File: src/hdl/slzm_pkg.sv
// Package for the SysEx LED zone mixer: item types, codes and the zone color table.
// No dependencies.
package slzm_pkg;

  localparam int LedCount  = 64;
  localparam int ZoneCount = 16;
  localparam int StoreDepth = 48;
  localparam int LedIdxW = $clog2(LedCount);
  localparam int StoreIdxW = $clog2(StoreDepth);

  localparam logic [1:0] OP_BYTE    = 2'd0;
  localparam logic [1:0] OP_TIMEOUT = 2'd1;
  localparam logic [1:0] OP_READ    = 2'd2;

  localparam logic [7:0] CODE_DISACK = 8'h0e;
  localparam logic [7:0] CODE_ACK    = 8'h0f;
  localparam logic [6:0] CMD_LEDS    = 7'h0c;
  localparam logic [6:0] CMD_PING    = 7'h0f;
  localparam logic [7:0] ARG_BAD_CMD = 8'h0c;
  localparam logic [7:0] ARG_NONE    = 8'h7f;
  localparam logic [7:0] BYTE_EOX    = 8'hf7;

  typedef struct packed {
    logic [1:0] operation;
    logic [7:0] port;
    logic [7:0] data_byte;
    logic [6:0] led_index;
  } in_item_t;

  typedef struct packed {
    logic       result_kind;
    logic [7:0] reply_byte;
    logic [7:0] reply_port;
    logic       last_of_run;
    logic [7:0] red_level;
    logic [7:0] green_level;
    logic [7:0] blue_level;
  } out_item_t;

  function automatic logic [7:0] hdr_byte(input logic [2:0] k);
    case (k)
      3'd0:    return 8'hf0;
      3'd3:    return 8'h7e;
      3'd4:    return 8'h50;
      default: return 8'h00;
    endcase
  endfunction

  // Zone color as {red, green, blue}.
  function automatic logic [23:0] zone_rgb(input logic [3:0] z);
    case (z)
      4'd0:    return {8'd40, 8'd0,  8'd0};
      4'd1:    return {8'd0,  8'd40, 8'd0};
      4'd2:    return {8'd0,  8'd0,  8'd40};
      4'd3:    return {8'd40, 8'd40, 8'd0};
      4'd4:    return {8'd0,  8'd40, 8'd40};
      4'd5:    return {8'd40, 8'd0,  8'd40};
      4'd6:    return {8'd60, 8'd0,  8'd0};
      4'd7:    return {8'd20, 8'd40, 8'd0};
      4'd8:    return {8'd20, 8'd0,  8'd40};
      4'd9:    return {8'd60, 8'd40, 8'd0};
      4'd10:   return {8'd20, 8'd40, 8'd40};
      4'd11:   return {8'd60, 8'd0,  8'd40};
      4'd12:   return {8'd40, 8'd20, 8'd0};
      4'd13:   return {8'd0,  8'd60, 8'd0};
      4'd14:   return {8'd0,  8'd20, 8'd40};
      default: return {8'd40, 8'd60, 8'd0};
    endcase
  endfunction

endpackage

File: src/hdl/slzm_stream_if.sv
// Valid/ready channels carrying one item of type in_item_t or out_item_t.
// Depends on slzm_pkg for the item types.
interface slzm_in_if;
  import slzm_pkg::*;
  logic     valid;
  logic     ready;
  in_item_t data;
  modport source (output valid, output data, input ready);
  modport sink   (input valid, input data, output ready);
endinterface

interface slzm_out_if;
  import slzm_pkg::*;
  logic      valid;
  logic      ready;
  out_item_t data;
  modport source (output valid, output data, input ready);
  modport sink   (input valid, input data, output ready);
endinterface

File: src/hdl/sysex_led_zone_mixer_top.sv
// SysEx LED zone mixer top level: parser, receive buffer, LED store, reply sequencer.
// Depends on slzm_pkg and the slzm stream interfaces.
// Steps: a plain byte or timeout passes through S_DECODE; a read goes on through S_READ and S_READ_OUT.
// A reply is a run of eight output items. The end of an LED command with stored data first
// clears the LED valid bits, then walks each triple and each covered LED on the one
// shared saturating adder before the reply.
// Throughput: one item at a time; input is held off while busy or while a result waits.
// Reset: parser idle, LED store cleared by valid bits, receive buffer undefined.
module sysex_led_zone_mixer_top (
  input  logic clk_i,
  input  logic rst_ni,
  slzm_in_if.sink    in_i,
  slzm_out_if.source out_o
);
  import slzm_pkg::*;

  typedef enum logic [3:0] {
    S_IDLE, S_DECODE, S_READ, S_READ_OUT, S_CLEAR, S_TRIP, S_TRIP_WAIT, S_TRIP_CHK,
    S_LED_RD, S_LED_WR, S_REPLY
  } state_e;

  state_e state_q;
  in_item_t item_q;
  logic [2:0] hdr_cnt_q;
  logic in_msg_q, have_cmd_q;
  logic [6:0] cmd_q;
  logic [7:0] owner_q;
  logic [5:0] fill_q;
  logic [6:0] store [StoreDepth];
  logic [23:0] leds [LedCount];
  logic [LedCount-1:0] led_vld_q;
  logic [6:0] store_rd_q;
  logic [23:0] led_rd_q;
  logic [5:0] pos_q;
  logic [1:0] sub_q;
  logic [3:0] zone_q;
  logic [6:0] hi_q;
  logic [7:0] led_q;
  logic [7:0] code_q, arg_q;
  logic [2:0] rep_k_q;
  logic out_vld_q;
  out_item_t out_q;
  logic [StoreIdxW-1:0] st_addr;
  logic [LedIdxW-1:0] led_addr;
  logic [23:0] zc, sum;
  logic [8:0] ch0, ch1, ch2;

  assign in_i.ready = (state_q == S_IDLE) && !out_vld_q;
  assign out_o.valid = out_vld_q;
  assign out_o.data = out_q;

  // Store read address (next triple field during the walk), LED read address and saturating sum.
  always_comb begin
    st_addr = StoreIdxW'(pos_q + 6'(sub_q));
    led_addr = (state_q == S_READ) ? LedIdxW'(item_q.led_index) : LedIdxW'(led_q);
    zc = zone_rgb(zone_q);
    ch0 = {1'b0, led_rd_q[23:16]} + {1'b0, zc[23:16]};
    ch1 = {1'b0, led_rd_q[15:8]} + {1'b0, zc[15:8]};
    ch2 = {1'b0, led_rd_q[7:0]} + {1'b0, zc[7:0]};
    sum = {ch0[8] ? 8'hff : ch0[7:0], ch1[8] ? 8'hff : ch1[7:0],
           ch2[8] ? 8'hff : ch2[7:0]};
  end

  always_ff @(posedge clk_i) begin
    store_rd_q <= store[st_addr];
    led_rd_q <= led_vld_q[led_addr] ? leds[led_addr] : '0;
    if (state_q == S_DECODE && item_q.operation == OP_BYTE && in_msg_q && have_cmd_q
        && cmd_q == CMD_LEDS && item_q.data_byte[7] == 1'b0 && fill_q < 6'(StoreDepth)
        && !(owner_q != item_q.port))
      store[StoreIdxW'(fill_q)] <= item_q.data_byte[6:0];
    if (state_q == S_LED_WR) leds[led_addr] <= sum;
  end

  always_ff @(posedge clk_i or negedge rst_ni) begin
    if (!rst_ni) begin
      state_q <= S_IDLE;
      hdr_cnt_q <= '0; in_msg_q <= 1'b0; have_cmd_q <= 1'b0; cmd_q <= '0;
      owner_q <= '0; fill_q <= '0; led_vld_q <= '0;
      out_vld_q <= 1'b0; rep_k_q <= '0;
      pos_q <= '0; sub_q <= '0; zone_q <= '0; hi_q <= '0; led_q <= '0;
      code_q <= '0; arg_q <= '0;
    end else begin
      // The reply state reloads the output register itself.
      if (out_vld_q && out_o.ready && state_q != S_REPLY) out_vld_q <= 1'b0;
      unique case (state_q)
        S_IDLE: begin
          if (in_i.valid && in_i.ready) begin
            item_q <= in_i.data;
            state_q <= S_DECODE;
          end
        end
        S_DECODE: begin
          state_q <= S_IDLE;
          unique case (item_q.operation)
            OP_READ: state_q <= S_READ;
            OP_TIMEOUT: begin
              if (in_msg_q && item_q.port == owner_q) begin
                hdr_cnt_q <= '0; in_msg_q <= 1'b0; have_cmd_q <= 1'b0; cmd_q <= '0;
              end
            end
            OP_BYTE: begin
              if (!(in_msg_q && item_q.port != owner_q)) begin
                owner_q <= item_q.port;
                if (!in_msg_q) begin
                  if (hdr_cnt_q >= 3'd5 || item_q.data_byte != hdr_byte(hdr_cnt_q)) begin
                    hdr_cnt_q <= '0; have_cmd_q <= 1'b0; cmd_q <= '0;
                  end else begin
                    hdr_cnt_q <= hdr_cnt_q + 3'd1;
                    if (hdr_cnt_q == 3'd4) in_msg_q <= 1'b1;
                  end
                end else if (item_q.data_byte[7]) begin
                  hdr_cnt_q <= '0; in_msg_q <= 1'b0; have_cmd_q <= 1'b0; cmd_q <= '0;
                  if (item_q.data_byte == BYTE_EOX && have_cmd_q) begin
                    if (cmd_q == CMD_LEDS) begin
                      code_q <= CODE_ACK; arg_q <= ARG_NONE;
                      pos_q <= '0; sub_q <= '0; led_q <= '0;
                      state_q <= (fill_q != '0) ? S_CLEAR : S_REPLY;
                      rep_k_q <= '0;
                    end else if (cmd_q == CMD_PING) begin
                      code_q <= CODE_ACK; arg_q <= 8'h00; rep_k_q <= '0;
                      state_q <= S_REPLY;
                    end
                  end
                end else if (!have_cmd_q) begin
                  if (item_q.data_byte[6:0] == CMD_LEDS
                      || item_q.data_byte[6:0] == CMD_PING) begin
                    have_cmd_q <= 1'b1;
                    cmd_q <= item_q.data_byte[6:0];
                    if (item_q.data_byte[6:0] == CMD_LEDS) fill_q <= '0;
                  end else begin
                    // Unknown command: answer and drop the message.
                    code_q <= CODE_DISACK; arg_q <= ARG_BAD_CMD; rep_k_q <= '0;
                    hdr_cnt_q <= '0; in_msg_q <= 1'b0;
                    state_q <= S_REPLY;
                  end
                end else if (cmd_q == CMD_LEDS && fill_q < 6'(StoreDepth)) begin
                  fill_q <= fill_q + 6'd1;
                end
              end
            end
            default: ;
          endcase
        end
        S_READ: state_q <= S_READ_OUT;
        S_READ_OUT: begin
          out_q <= '{result_kind: 1'b1, reply_byte: 8'h00, reply_port: 8'h00,
                     last_of_run: 1'b1,
                     red_level: (item_q.led_index < 7'(LedCount)) ? led_rd_q[23:16] : 8'h00,
                     green_level: (item_q.led_index < 7'(LedCount)) ? led_rd_q[15:8] : 8'h00,
                     blue_level: (item_q.led_index < 7'(LedCount)) ? led_rd_q[7:0] : 8'h00};
          out_vld_q <= 1'b1;
          state_q <= S_IDLE;
        end
        S_CLEAR: begin
          // Clear by dropping all valid bits in one step.
          led_vld_q <= '0;
          state_q <= S_TRIP;
        end
        S_TRIP: begin
          // End the walk, flag a short triple, or fetch zone, lower, upper one field per cycle.
          if (pos_q >= fill_q) state_q <= S_REPLY;
          else if (pos_q + 6'd2 >= fill_q) begin
            code_q <= CODE_DISACK;
            if (arg_q == ARG_NONE) arg_q <= {2'b00, pos_q};
            pos_q <= pos_q + 6'd3;
          end else begin
            sub_q <= 2'd1;
            state_q <= S_TRIP_WAIT;
          end
        end
        S_TRIP_WAIT: begin
          unique case (sub_q)
            2'd1: begin
              if (store_rd_q >= 7'(ZoneCount)) begin
                code_q <= CODE_DISACK;
                if (arg_q == ARG_NONE) arg_q <= {2'b00, pos_q};
                pos_q <= pos_q + 6'd3; sub_q <= '0;
                state_q <= S_TRIP;
              end else begin
                zone_q <= store_rd_q[3:0];
                sub_q <= 2'd2;
              end
            end
            2'd2: begin
              led_q <= {1'b0, store_rd_q};
              sub_q <= 2'd3;
            end
            default: begin
              hi_q <= store_rd_q;
              sub_q <= '0;
              state_q <= S_TRIP_CHK;
            end
          endcase
        end
        S_TRIP_CHK: begin
          if (led_q > {1'b0, hi_q} || led_q >= 8'(LedCount)) begin
            pos_q <= pos_q + 6'd3;
            state_q <= S_TRIP;
          end else state_q <= S_LED_RD;
        end
        S_LED_RD: state_q <= S_LED_WR;
        S_LED_WR: begin
          led_vld_q[led_addr] <= 1'b1;
          led_q <= led_q + 8'd1;
          state_q <= S_TRIP_CHK;
        end
        S_REPLY: begin
          if (!out_vld_q || out_o.ready) begin
            out_q.result_kind <= 1'b0;
            out_q.reply_port <= owner_q;
            out_q.last_of_run <= (rep_k_q == 3'd7);
            out_q.red_level <= '0; out_q.green_level <= '0; out_q.blue_level <= '0;
            case (rep_k_q)
              3'd5:    out_q.reply_byte <= code_q;
              3'd6:    out_q.reply_byte <= arg_q;
              3'd7:    out_q.reply_byte <= BYTE_EOX;
              default: out_q.reply_byte <= hdr_byte(rep_k_q);
            endcase
            out_vld_q <= 1'b1;
            rep_k_q <= rep_k_q + 3'd1;
            if (rep_k_q == 3'd7) state_q <= S_IDLE;
          end
        end
        default: state_q <= S_IDLE;
      endcase
    end
  end

endmodule

File: src/flat_wrapper.sv
// flat-port wrapper written by rule: the top's interface ports become plain ports
module sysex_led_zone_mixer_top_flat import slzm_pkg::*;
  (clk_i, rst_ni, in_i_valid, in_i_data, in_i_ready, out_o_valid, out_o_data, out_o_ready);
  slzm_in_if in_i_i ();
  slzm_out_if out_o_i ();
  input  logic clk_i;
  input  logic rst_ni;
  input wire logic [$bits(in_i_i.valid)-1:0] in_i_valid;
  input wire logic [$bits(in_i_i.data)-1:0] in_i_data;
  output wire logic [$bits(in_i_i.ready)-1:0] in_i_ready;
  output wire logic [$bits(out_o_i.valid)-1:0] out_o_valid;
  output wire logic [$bits(out_o_i.data)-1:0] out_o_data;
  input wire logic [$bits(out_o_i.ready)-1:0] out_o_ready;
  assign in_i_i.valid = in_i_valid;
  assign in_i_i.data = in_i_data;
  assign in_i_ready = in_i_i.ready;
  assign out_o_valid = out_o_i.valid;
  assign out_o_data = out_o_i.data;
  assign out_o_i.ready = out_o_ready;
  sysex_led_zone_mixer_top u_core (.clk_i(clk_i), .rst_ni(rst_ni), .in_i(in_i_i), .out_o(out_o_i));
endmodule
File: config.mk
export PLATFORM = sky130hd
export DESIGN_NAME = sysex_led_zone_mixer_top_flat
export DESIGN_NICKNAME = d
export VERILOG_FILES = /design/src/hdl/slzm_pkg.sv /design/src/hdl/slzm_stream_if.sv /design/src/hdl/sysex_led_zone_mixer_top.sv /design/src/flat_wrapper.sv
export SDC_FILE = /design/constraint.sdc
export NUM_CORES = 2
export LEC_CHECK = 0
export ABC_AREA = 1
export BUFFER_PORTS_ARGS = -buffer_cell sky130_fd_sc_hd__buf_4
export CELL_PAD_IN_SITES_DETAIL_PLACEMENT = 0
export CELL_PAD_IN_SITES_GLOBAL_PLACEMENT = 1
export CORE_MARGIN = 1.5
export CORE_UTILIZATION = 40
export CTS_BUF_LIST = sky130_fd_sc_hd__clkbuf_4
export DETAILED_ROUTE_END_ITERATION = 7
export GPL_ROUTABILITY_DRIVEN = 1
export PLACE_DENSITY_LB_ADDON = 0.1
export SETUP_SLACK_MARGIN = 0.2
export SYNTH_ARGS = -nofsm -noshare
export SYNTH_HDL_FRONTEND = slang
export SYNTH_SLANG_ARGS = --single-unit
File: constraint.sdc
create_clock -name clk_i -period 7.3 [get_ports clk_i]
set_clock_uncertainty 0.05 [all_clocks]
set_input_delay 0 -clock clk_i [delete_from_list [all_inputs] [get_ports clk_i]]
set_output_delay 0 -clock clk_i [all_outputs]
set_load 0.02 [all_outputs]
# After elaboration in Yosys (flattened, before gate mapping)

Memories as Yosys holds them, arrays and structs flattened. A register that Yosys moved wholly into a read port is not among the register bits.
Index checks and enable logic that the tools add are counted.
W data, S select, Z words.

$add $sub $neg: 10
$lt $le $gt $ge: 10
Equality and inequality tests: 62
Mux-type cells: 149
Bitwise operators: 5
Reductions and logical operators: 54

Operator list:

| operator             | count |
|---|---|
| $mux W8              | 44 |
| $pmux W8 S3          | 6 |
| $pmux W64 S2         | 1 |
| $mux W6              | 16 |
| $pmux W42 S2         | 1 |
| $mux W4              | 16 |
| $or A64 B64 Y64      | 1 |
| $mux W7              | 7 |
| $mux W3              | 15 |
| $mux W42             | 1 |
| $pmux W4 S10         | 1 |
| $eq A7 B4 Y1 const B | 4 |
| $add A8 B8 Y9        | 3 |
| $ne A8 B8 Y1         | 3 |
| $pmux W6 S4          | 1 |
| $reduce_and A12 Y1   | 2 |
| $ne A2 B1 Y1 const B | 10 |
| $ne A2 B2 Y1 const B | 10 |
| $mux W1              | 19 |
| $mux W2              | 9 |
| $reduce_and A9 Y1    | 2 |
| $eq A4 B3 Y1 const B | 4 |
| $logic_and A1 B1 Y1  | 16 |
| $pmux W4 S2          | 2 |
| other kinds (53)     | 96 |

Register bits: 208
Memory bits (writable): 1872
Bits in read-only memories: 160
Bits of input ports: 29
Output and inout bits: 44
Word-level logic and storage cells: 321
Memories kept: 3

Memory list:

| name            | depth | bits a word | rd ports | clocked after memory_dff | write ports | RTL line                       | text |
|---|---|---|---|---|---|---|---|
| u_core.leds     | 64    | 24          | 1        | 1                        | 1           | sysex_led_zone_mixer_top.sv:30 | `logic [23:0] leds [LedCount];` |
| u_core.store    | 48    | 7           | 1        | 1                        | 1           | sysex_led_zone_mixer_top.sv:29 | `logic [6:0] store [StoreDepth];` |
| (no name shown) | 16    | 10          | 1        | 0                        | 0           | slzm_pkg.sv:51                 | `case (z)` |

# Logic depth before layout (Yosys ltp)

Depth after elaboration: 12
Depth in mapped cells: 18
Gate-level depth less buffers: 16

# Least setup slack after synthesis

No wires, ideal clock.

Path type: register to register
Start: register u_core.zone_q[0]
End: memory u_core.leds[0][13], data pin
Arrival time: 4469 ps
Path slack: 2080 ps
Cell stages (with the launch flop): 16
Clock period less this slack: 5220 ps
Cell sequence: dfrtp_1 > inv_1 > ha_1 > or2_2 > o21ai_0 > nand2_1 > o221ai_1 > inv_1 > ha_1 > a21oi_1 > inv_1 > a31oi_1 > inv_1 > nand2_1 > inv_1 > o21ai_0

Word-level cells in the longest chain between the ends: 3

RTL lines:

| item                   | RTL line                        | text |
|---|---|---|
| from (decl)            | sysex_led_zone_mixer_top.sv:36  | `logic [3:0] zone_q;` |
| from (signal assigned) | sysex_led_zone_mixer_top.sv:180 | `zone_q <= store_rd_q[3:0];` |
| $mem_v2 Z16 W10        | --                              |  |
| $add A8 B8 Y9          | sysex_led_zone_mixer_top.sv:58  | `ch1 = {1'b0, led_rd_q[15:8]} + {1'b0, zc[15:8]};` |
| $mux W8                | sysex_led_zone_mixer_top.sv:60  | `sum = {ch0[8] ? 8'hff : ch0[7:0], ch1[8] ? 8'hff : ch1[7:0],` |
| via u_core.sum[13]     | sysex_led_zone_mixer_top.sv:45  | `logic [23:0] zc, sum;` |
| to (decl)              | sysex_led_zone_mixer_top.sv:30  |  |

The timed path passes the listed nets, and every way through them passes these cells.

# Worst setup path after layout

Start: register u_core.state_q[2]
End: register u_core.led_rd_q[1], read port of u_core.leds

Word-level cells in the longest chain between the ends: 5

RTL lines:

| item                              | RTL line                        | text |
|---|---|---|
| from (decl)                       | sysex_led_zone_mixer_top.sv:22  | `state_e state_q;` |
| from (signal assigned)            | sysex_led_zone_mixer_top.sv:117 | `state_q <= (fill_q != '0) ? S_CLEAR : S_REPLY;` |
| $eq A4 B2 Y1 (*)                  | sysex_led_zone_mixer_top.sv:55  | `led_addr = (state_q == S_READ) ? LedIdxW'(item_q.led_index) : LedIdxW'(led_q);` |
| $mux W6 (*)                       | sysex_led_zone_mixer_top.sv:55  |  |
| $bmux W1 S6                       | sysex_led_zone_mixer_top.sv:66  | `led_rd_q <= led_vld_q[led_addr] ? leds[led_addr] : '0;` |
| $mux W1 (not written as such)     | sysex_led_zone_mixer_top.sv:66  |  |
| $logic_not A1 Y1 (no source line) | --                              |  |
| to (decl)                         | sysex_led_zone_mixer_top.sv:33  | `logic [23:0] led_rd_q;` |

Every way passes the cells marked *; elsewhere a longest branch is shown, timed or not. The select of a mux whose other input is x is not followed.
A chain may end at the register's enable or synchronous reset.

==> impl_metrics.json <==
{
  "r2r-end": "u_core.led_rd_q[1]",
  "htreeDepth": 6,
  "r2r_start": "u_core.state_q[2]",
  "grt_max_degree": 130,
  "power_density_nw_per_um2": 280,
  "vias": 62500,
  "yosysWarnings": 0,
  "final_common_cell": "nand2_1",
  "syn_nets": 8839,
  "period_share_pct": 65.2,
  "start_util_pct": 40.2,
  "cts_root_buf": "clkbuf_4",
  "syn_area_um2": 91200,
  "slew_headroom_pct": 5.90,
  "post-route-cell-area_um2": 104000,
  "cellLeakagePower_nw": 44.5,
  "rrSetupSlack_ns": 2.54,
  "grt_pass1_wl_um": 410000,
  "setup_tns_ns": 0,
  "placed_area_um2": 95700,
  "post_cts_buffers": 0,
  "die-height_um": 481,
  "yosysTopAreaCell": "edfxtp_1",
  "fmax_mhz": 210,
  "vdd_drop_max_mv": 0.149,
  "io_buffers": 72,
  "finalHoldViolations": 0,
  "ctsResizeCount": 0,
  "die_w_um": 481,
  "grt_pass1_vias": 61200,
  "core_um2": 227000,
  "yosysSeqAreaShare_pct": 68.2,
  "synth.avg_cell_area_um2": 10.4,
  "worstSetupStartpointType": "flop",
  "worstHoldPathType": "primary input to async pin",
  "cp_max_fo": 112,
  "first_iter_violations": 4533,
  "setup_violations": 0,
  "num_rows": 175,
  "grt_usage_pct": 24.2,
  "wl_per_cell_um": 22.0,
  "clock_latency_ns": 1.34,
  "timing.final.max_slew_violations": 0,
  "drv_cap": 0,
  "crit_path_end_kind": "flop",
  "layout_min_cycle_time_ns": 4.76,
  "wirelength_um": 280000,
  "cts.reportedPaths.clkPinSlew_ns": 0.06,
  "rsz0062_at_grt": "false",
  "layout-drive-gt1-share_pct": 13.6,
  "ys_types": 50,
  "clk_path_buf_depth": 4,
  "outcome": "completed",
  "grt_overflow_total": 0,
  "io_pins": 73,
  "cts_buffers": 598,
  "firstDrtPassIters": 6,
  "hold_buffers": 84,
  "yosysTopAreaCellShare_pct": 63.8,
  "die-area_um2": 231000,
  "syn_inst": 8755,
  "areaGrowthSynthToFinish_pct": 14.3,
  "final_cell_mix": "nand2_1, edfxtp_1, inv_1, clkbuf_4, nand3_1",
  "netlist_top_cells_area": "edfxtp_1, nand2_1, inv_1, nand3_1, dfrtp_1",
  "cts.sinks": 2104,
  "cp.arrival_ns": 5.88,
  "crit_required_ns": 8.42,
  "cts_tree": "built",
  "tightest_slew_ns": 1.40,
  "final_nets": 9365,
  "drc": 0,
  "antenna_found_initial": 12,
  "yosys_register_bits": 2104,
  "rr_worst_depth": 14,
  "crit_type": "flop to flop",
  "via_per_inst": 4.91,
  "gp_congestion": 0.839,
  "dp_hpwl_um": 160000,
  "ant_nets": 0
}
## logic make-up (layout without fill, tap and decap cells)
| family | Yosys count | after routing | synth area share [%] |
|---|---|---|---|
| flip-flops | 2104 | 2104 | 68.2 |
| other | 0 | 12 | 0 |
| adder cells (fa/ha/maj) | 55 | 55 | 0.779 |
| AND/OR/NAND/NOR | 3762 | 3762 | 17.2 |
| multiplexers | 40 | 40 | 0.440 |
| XOR/XNOR | 11 | 11 | 0.106 |
| buffers and inverters | 2162 | 3118 | 9.31 |
| AO/OA/AOI/OAI | 621 | 621 | 3.95 |
## worst max-delay path, cell delays in order (launching register included)
cell and delay, ns:
dfrtp_1 0.43, nor2_2 0.24, nand3b_1 0.27, nand2_8 0.69, buf_4 0.63, buf_4 0.41, nand2_1 0.08, nand3_1 0.09
nand2_1 0.09, o21ai_0 0.59, nand2_1 0.28, nor2_1 0.45, nand2_1 0.10, nand2_1 0.08, inv_1 0.05
## power breakdown
group / leakage, nW / internal, mW / switching, mW / total (mW)
combinational: 19.3 / 0.875 / 3.33 / 4.21
clock: 4.57 / 6.13 / 5.03 / 11.2
sequential: 20.7 / 13.7 / 0.101 / 13.8
total: 44.5 / 20.7 / 8.47 / 29.2
## sequential cells by signal, summed over array words and instances, names as in the netlist, 4 cells and up
signal	count
u_core.owner_q	8
u_core.store_rd_q	7
u_core.hi_q	7
u_core.state_q	4
u_core.fill_q	6
u_core.led_rd_q	24
u_core.pos_q	6
u_core.cmd_q	7
u_core.led_vld_q	64
u_core.leds	1536
u_core.out_o.data	42
u_core.store	336
u_core.arg_q	7
u_core.zone_q	4
u_core.led_q	8
u_core.item_q	25
## worst max path at each step
stage / to / slack (ns) / start
finish: u_core.led_rd_q[1] / 2.54 / u_core.state_q[2]
detailed placement: u_core.led_rd_q[1] / 2.46 / u_core.state_q[2]
global route: u_core.led_rd_q[1] / 2.21 / u_core.state_q[3]
global placement: u_core.led_rd_q[1] / 2.44 / u_core.state_q[2]
floorplan: u_core.leds[0][13] / 2.08 / u_core.zone_q[0]
CTS: u_core.led_rd_q[1] / 2.42 / u_core.state_q[2]
## synthesized netlist by cell type, drive strengths merged
master   count
nor3        27
nor4         4
o22ai       78
o32ai        7
or3          1
or2          9
mux2         1
mux2i       39
ha          52
nor2       468
a31oi        7
a21oi       37
xor2         9
a22oi        1
o21a         3
o221ai      28
dfxtp       31
a211oi       2
edfxtp    1939
nand3b      27
inv       1765
o21bai       1
xnor2        2
buf        276
fa           3
o21ai      370
nand2     2273
nand4      102
clkinv       5
o31ai        3
nor3b        2
o211ai      83
clkbuf     116
nand3      849
o2111ai      1
dfrtp      134
## per-stage QoR
step / power (mW) / hold WS (ns) / utilization, % / instances / setup WS (ns)
global placement: 18.3 / 0.0204 / 42.1 / 11600 / 2.44
detailed placement: 18.3 / 0.0217 / 42.1 / 11600 / 2.46
CTS: 29.6 / 0.0652 / 45.9 / 12700 / 2.42
floorplan: 16.4 / -0.346 / - / 8755 / 2.08
finish: 29.2 / 0.320 / 45.9 / 12700 / 2.54
global route: 30.6 / 0.219 / 45.9 / 12700 / 2.21
## cell type report
cell class / count / area (µm²)
multi-input combinational: 4489 / 21100
sequential: 2104 / 62200
inverter: 1770 / 6650
clock inverter: 137 / 980
antenna: 12 / 30.0
clock buffer: 893 / 6700
tap: 3009 / 3760
timing repair buffer: 318 / 2780
fill: 21700 / 123000
## routing by layer
layer  up-vias  track usage [%]  wire (µm)
met5         -                0         42
met4         6             7.81       7330
li1      30000                -          -
met1     30400             33.0     126000
met2      1725             39.1     132000
met3       423             4.22      15100
(Power assumes the default switching activity.)
